## src/pip_pkg.sv

```systemverilog
// Shared types and constants for the point-in-polygon core.
// No dependencies; imported by the crossing pipeline, the top level and the checker.
`timescale 1ns / 1ps

package pip_pkg;

  // Default sizing
  localparam int DEF_MAX_POLYGONS = 64;
  localparam int DEF_MAX_EDGES    = 64;
  localparam int DEF_COORD_BITS   = 16;

  // Fixed field widths of the transactions
  localparam int ID_BITS    = 6;
  localparam int FIELD_BITS = 16;

  // Operation codes
  localparam logic OP_LOAD  = 1'b0;
  localparam logic OP_QUERY = 1'b1;

  typedef struct packed {
    logic                         operation;
    logic [ID_BITS-1:0]           polygon_id;
    logic [ID_BITS-1:0]           edge_index;
    logic                         last_edge;
    logic signed [FIELD_BITS-1:0] start_x;
    logic signed [FIELD_BITS-1:0] start_y;
    logic signed [FIELD_BITS-1:0] end_x;
    logic signed [FIELD_BITS-1:0] end_y;
    logic signed [FIELD_BITS-1:0] query_x;
    logic signed [FIELD_BITS-1:0] query_y;
  } in_item_t;

  typedef struct packed {
    logic               inside_res;
    logic [ID_BITS-1:0] queried_polygon;
  } out_item_t;

  // Status of the crossing pipeline, seen by the sequencer
  typedef struct packed {
    logic busy;
    logic parity;
  } cross_stat_t;

endpackage

```

## src/pip_cross_pipe.sv

```systemverilog
// Crossing-test pipeline: span check, cross-multiply, compare, parity toggle.
// Depends on pip_pkg for the status struct.
`timescale 1ns / 1ps

module pip_cross_pipe #(
  parameter int CW = 16
) (
  input  logic                  clk,
  input  logic                  rst_n,
  input  logic                  clear,
  input  logic                  edge_vld,
  input  logic [4*CW-1:0]       edge_data,
  input  logic signed [CW-1:0]  qx,
  input  logic signed [CW-1:0]  qy,
  output pip_pkg::cross_stat_t  stat
);

  import pip_pkg::*;

  localparam int DW1 = CW + 1;
  localparam int PW  = 2 * DW1;

  logic signed [CW-1:0] ax, ay, bx, by;
  logic                 span, dpos;

  // Stage 1: differences
  logic                  s1_vld_r, s1_span_r, s1_dpos_r;
  logic signed [DW1-1:0] s1_dxq_r, s1_d_r, s1_ex_r, s1_ey_r;

  // Stage 2: products
  logic                 s2_vld_r, s2_span_r, s2_dpos_r;
  logic signed [PW-1:0] s2_lhs_r, s2_rhs_r;

  logic parity_r;
  logic hit;

  assign ax = edge_data[4*CW-1:3*CW];
  assign ay = edge_data[3*CW-1:2*CW];
  assign bx = edge_data[2*CW-1:CW];
  assign by = edge_data[CW-1:0];

  // Half-open y span; d > 0 exactly when ay < by
  assign span = ((ay <= qy) && (qy < by)) || ((by <= qy) && (qy < ay));
  assign dpos = (ay < by);

  always_ff @(posedge clk) begin
    s1_span_r <= span;
    s1_dpos_r <= dpos;
    s1_dxq_r  <= DW1'(qx) - DW1'(ax);
    s1_d_r    <= DW1'(by) - DW1'(ay);
    s1_ex_r   <= DW1'(bx) - DW1'(ax);
    s1_ey_r   <= DW1'(qy) - DW1'(ay);
    s2_span_r <= s1_span_r;
    s2_dpos_r <= s1_dpos_r;
    s2_lhs_r  <= PW'(s1_dxq_r) * PW'(s1_d_r);
    s2_rhs_r  <= PW'(s1_ex_r) * PW'(s1_ey_r);
  end

  // Compare with the sign of d folded in
  assign hit = s2_vld_r && s2_span_r &&
               (s2_dpos_r ? (s2_lhs_r < s2_rhs_r) : (s2_lhs_r > s2_rhs_r));

  // Stage valids and parity accumulator
  always_ff @(posedge clk) begin
    if (!rst_n) begin
      s1_vld_r <= 1'b0;
      s2_vld_r <= 1'b0;
      parity_r <= 1'b0;
    end else begin
      s1_vld_r <= edge_vld;
      s2_vld_r <= s1_vld_r;
      if (clear) begin
        parity_r <= 1'b0;
      end else if (hit) begin
        parity_r <= ~parity_r;
      end
    end
  end

  assign stat.busy   = s1_vld_r | s2_vld_r;
  assign stat.parity = parity_r;

endmodule

```

## config.mk

```make
export PLATFORM = sky130hd
export DESIGN_NAME = pip_cross_pipe
export DESIGN_NICKNAME = d
export VERILOG_FILES = /design/src/pip_pkg.sv /design/src/pip_cross_pipe.sv
export SDC_FILE = /design/constraint.sdc
export NUM_CORES = 2
export LEC_CHECK = 0
export BUFFER_PORTS_ARGS = -buffer_cell sky130_fd_sc_hd__buf_4
export CORE_MARGIN = 2
export CORE_UTILIZATION = 30
export DETAILED_ROUTE_END_ITERATION = 6
export SETUP_SLACK_MARGIN = 0.3
export SYNTH_ARGS = -nofsm -noshare
export SYNTH_HDL_FRONTEND = slang
export SYNTH_SLANG_ARGS = --single-unit
export TNS_END_PERCENT = 20
```

## constraint.sdc

```tcl
create_clock -name clk -period 6.8 [get_ports clk]
set_input_delay 0.68 -clock clk [delete_from_list [all_inputs] [get_ports clk]]
set_output_delay 0.68 -clock clk [all_outputs]
set_load 0.02 [all_outputs]
```

## After elaboration in Yosys (flattened, before gate mapping)

Index checks and enable logic that the tools add are counted.

- Output and inout port bits: 2
- Register bits after elaboration: 143
- Word-level logic and storage cells: 36
- Bits of input ports: 100

- Bitwise logic cells: 3
- $lt $le $gt $ge: 7
- Multiply operators: 2
- Reductions and logical operators: 6
- Muxes and demuxes: 1
- Add/subtract/negate cells: 4

Operators by type and width:

| cell | count |
|---|---|
| $mul 17x17->34 | 2 |
| $sub 16x16->17 | 4 |
| $lt 16x16->1 | 3 |
| $gt 34x34->1 | 1 |
| $lt 34x34->1 | 1 |
| $le 16x16->1 | 2 |
| $logic_and 1x1->1 | 4 |
| $not 1->1 | 2 |
| $reduce_or 2->1 | 1 |
| $logic_or 1x1->1 | 1 |
| $mux 1 | 1 |
| $or 1x1->1 | 1 |

## Depth between registers and ports, before layout

- Depth in word-level cells: 3
- Mapped depth: 23
- Mapped depth without buffers: 22

## Worst setup path before layout

No wires, ideal clock.

- Kind: reg2reg
- Start: register s1_d_r[8]
- End: register s2_lhs_r[26]
- Cell stages (with the launch flop): 24
- Library setup time: 0.072 ns
- Slack: 0.693 ns
- Required time: 6.728 ns
- Arrival time: 6.035 ns
- Path buffers: 2
- Period minus slack after synthesis: 6.107 ns
- Cell sequence: dfxtp_1 > clkbuf_1 > clkbuf_1 > nand2_1 > fa_1 > inv_1 > fa_1 > inv_1 > fa_1 > inv_1 > fa_1 > fa_1 > inv_1 > fa_1 > inv_1 > ha_1 > and2_1 > a311oi_1 > o21bai_1 > a221oi_4 > o21ai_2 > a41o_1 > o41ai_2 > xnor2_1

- Cells in the longest elaborated chain, start to end: 1

Ends and longest elaborated chain:

| what | RTL line | text |
|---|---|---|
| start: declaration | pip_cross_pipe.sv:28 | `logic signed [DW1-1:0] s1_dxq_r, s1_d_r, s1_ex_r, s1_ey_r;` |
| start signal: assignment | pip_cross_pipe.sv:50 | `s1_d_r <= DW1'(by) - DW1'(ay);` |
| $mul 17x17->34 | pip_cross_pipe.sv:55 | `s2_lhs_r <= PW'(s1_dxq_r) * PW'(s1_d_r);` |
| end signal: assignment | pip_cross_pipe.sv:55 |  |
| end: declaration | pip_cross_pipe.sv:32 | `logic signed [PW-1:0] s2_lhs_r, s2_rhs_r;` |

No other way between the ends.
A chain may end at the register's enable or synchronous reset.

## Final worst setup path

- Start: register s1_dxq_r[8]
- End: register s2_lhs_r[26]

- Cells in the longest elaborated chain, start to end: 1

Ends and longest elaborated chain:

| what | RTL line | text |
|---|---|---|
| start: declaration | pip_cross_pipe.sv:28 |  |
| start signal: assignment | pip_cross_pipe.sv:49 | `s1_dxq_r <= DW1'(qx) - DW1'(ax);` |
| $mul 17x17->34 | pip_cross_pipe.sv:55 |  |

No other way between the ends.

==> results.yml <==
sta:
  rsz0062_at_grt: "no"
  tns_ns: 0
  hold_viol: 0
  max_freq_ghz: 0.1614
  worst_clock_skew_ns: 0.02062
  slew-limit-headroom_pct: 29.35
  finalCritPeriodShare_pct: 91.13
  setup_viol: 0
  finalCriticalPeriod_ns: 6.197
  finalMaxSlewViolations: 0
  worst_pin_slew_ns: 1.060
flow_run:
  maxCapViolations: 0
grt:
  antenna_found_initial: 1
  grt_max_degree: 18
  overflow: 0
  grt_pass1_wl_mm: 117.6
  grt_pass1_vias: 22200
  grt_usage_pct: 15.01
placement:
  gp_congestion: 0.8603
  dp_hpwl_mm: 61.52
  numPortBuffers: 101
final_layout:
  areaGrowthSynthToFinish_pct: 11.25
  diodes: 0
  layout-drive-gt1-share_pct: 8.455
  finalNetCount: 4246
synthesis:
  netlist_area_um2: 29010
  ys.flop_type: "dfxtp_1"
  ys_seq_elements: 143
  synth-edff-count: 0
  synth_top_family_by_area: "adder cells"
  synth.distinct_cells: 66
  syn-num-nets: 4133
  synth_compound_area_share_pct: 7.324
  async_flop_share_pct: 0
  yosysSeqAreaShare_pct: 9.868
  synthMuxAreaShare_pct: 0.2200
  synthSimpleGateAreaFrac_pct: 15.52
  syn-instance-count: 3151
  avgSynthCellArea_um2: 9.206
  yosys.area_share.xor_xnor_pct: 3.291
  synth_fa_ha_area_share_pct: 53.47
  yosys_warnings: 0
die:
  core_um2: 96280
  pin_count: 102
  initial_utilization_pct: 30.13
  die_area_um2: 99200
  chipWidth_um: 315.0
  placementRows: 114
  die_y_um: 315.0
route:
  drt_iter0_drc: 866
  routed_wl_mm: 70.66
  wl_per_cell_um: 15.52
  ant_nets: 0
  post_drt_via_cell_ratio: 4.602
  first_pass_iters: 7
  drc_errors: 0
  num_vias: 20950
status:
  run_status: "finished, final reports clean"
clock_network:
  cts_buffers: 17
  cts_max_level: 4
  holdBufCountCts: 0
  numClockSinks: 143
  clock_path_buffers: 2
  clk_pin_slew_ns: 0.07
  clkLatencyLatePin_ns: 0.45
  clockRootBuffer: "clkbuf_16"
  cts_tree: "built"
setup_path:
  critical_path_class: "flop to flop"
  cp-start-kind: "flop"
  cp_cell_sequence: "buf_4, and2_1, fa_1, inv_1, fa_1, fa_1, inv_1, fa_1, fa_1, inv_1, fa_1, inv_1, ha_1, a21o_1, a311oi_1, o21bai_1, a221oi_4, o21ai_2, a41o_1, o41ai_2, xnor2_1"
  timing.critical_path.mode_cell: "fa_1"
  slowest_delay_ns: 0.53
  cp_num_buf_inv: 5
  cp-end-kind: "flop"
  path_delay_family: "adder cells"
  cp.required_ns: 7.17
  cp.arrival_ns: 6.57
  crit_slowest_cell: "fa_1"
  cp_max_fo: 17
min_path:
  hp-class: "flop to flop"
-- flip-flops by register name, indices dropped and copies added, names as in the netlist --
signal	cells
s2_rhs_r	34
s1_d_r	17
s1_vld_r	1
s2_vld_r	1
s1_ex_r	17
s2_lhs_r	34
s1_span_r	1
s1_ey_r	17
parity_r	1
s1_dpos_r	1
s1_dxq_r	17
s2_span_r	1
s2_dpos_r	1
-- area by class of cell --
cell class	instances	area, um2
Multi-Input combinational cell	2212	23170
Tap cell	1276	1597
Timing Repair Buffer	172	1308
Inverter	718	2699
Sequential cell	143	2943
Fill cell	10020	64010
Clock inverter	13	130.1
Clock buffer	18	429.2
-- per-stage QoR --
stage | setup WS (ns) | instance area (um2) | utilization (%) | hold WS, ns | std cells
floorplan | 0.6927 | 29010 | - | 0.3096 | 3151
global placement | 0.3603 | 31580 | 32.80 | 0.3126 | 4518
detailed placement | 0.2931 | 31580 | 32.80 | 0.3121 | 4518
CTS | 0.3237 | 32140 | 33.38 | 0.3281 | 4549
global route | 0.3033 | 32270 | 33.52 | 0.3461 | 4552
finish | 0.6030 | 32270 | 33.52 | 0.3287 | 4552
-- worst register-to-register path, delay by kind of cell, from the launching register on --
kind / cells / cell delay [ns]
DFF: 1 / 0.30
adders and majority gates: 7 / 3.31
xor gates and xnor gates: 1 / 0.16
buffers and inverters: 5 / 0.40
and+or+nand+nor: 1 / 0.21
AOI/OAI and AO/OA: 7 / 1.78
-- placed cells by master, fill, tap and decap left out, types with 8 or more instances in the layout --
cell type / n
ha_1: 286
xnor2_1: 88
o21ai_0: 58
a21o_1: 28
nor2b_1: 18
and2_1: 297
a211oi_1: 14
nand2b_1: 23
buf_4: 170
clkbuf_16: 17
nand4_1: 22
xor2_1: 21
inv_1: 717
or3_1: 9
a21oi_1: 88
and3_1: 13
o31ai_1: 8
nor3_1: 43
o21bai_1: 15
dfxtp_2: 43
nand3_1: 24
fa_1: 595
nand2_1: 309
o21a_1: 28
nor2_1: 114
dfxtp_1: 93
-- worst paths after layout --
kind	from	endpoint	slack (ns)	cells after the start
min reg2reg	s1_dpos_r	s2_dpos_r	0.33	0
min	s1_dpos_r	s2_dpos_r	0.33	0
max reg2reg	s1_dxq_r[8]	s2_lhs_r[26]	0.60	21
max	s1_dxq_r[8]	s2_lhs_r[26]	0.60	21
-- per-layer routing --
layer	share of wire, %	global-route usage [%]	vias up
met4	1.6	2.781	2
met2	47	24.75	449
li1	-	-	9837
met3	5.1	2.704	61
met5	0.018	0	-
met1	46	20.69	10600
-- synthesized netlist by cell type (18+ instances only) --
library cell | count | area share [%]
inv_1 | 718 | 9.3
fa_1 | 596 | 41
nand2_1 | 309 | 4.0
and2_1 | 297 | 6.4
ha_1 | 286 | 12
dfxtp_1 | 143 | 9.9
nor2_1 | 114 | 1.5
a21oi_1 | 89 | 1.5
xnor2_1 | 88 | 2.7
clkbuf_1 | 76 | 0.98
o21ai_0 | 59 | 1.0
nor3_1 | 43 | 0.74
a21o_1 | 28 | 0.72
o21a_1 | 28 | 0.72
nand3_1 | 24 | 0.41
nand2b_1 | 23 | 0.50
nand4_1 | 22 | 0.47
xor2_1 | 21 | 0.63
nor2b_1 | 18 | 0.39
-- logic make-up (layout without fill, tap and decap cells) --
group / count (synthesis) / in the layout
xor+xnor: 109 / 109
compound gates: 317 / 317
simple gates: 898 / 898
fa+ha+maj: 882 / 882
flops: 143 / 143
buf+inv: 796 / 921
mux: 6 / 6
-- repair_timing --
action | 4_1_cts | 5_1_grt
hold endpoints to repair | 0 | 0
setup buffers | 0 | 3
setup endpoints to repair | 1 | 20
pin swaps | 0 | 2
gates resized for setup | 1 | 62
Power is left out: the tool's default activity adds up to more than one toggle a clock period on the data nets, which glitch-free logic cannot reach.
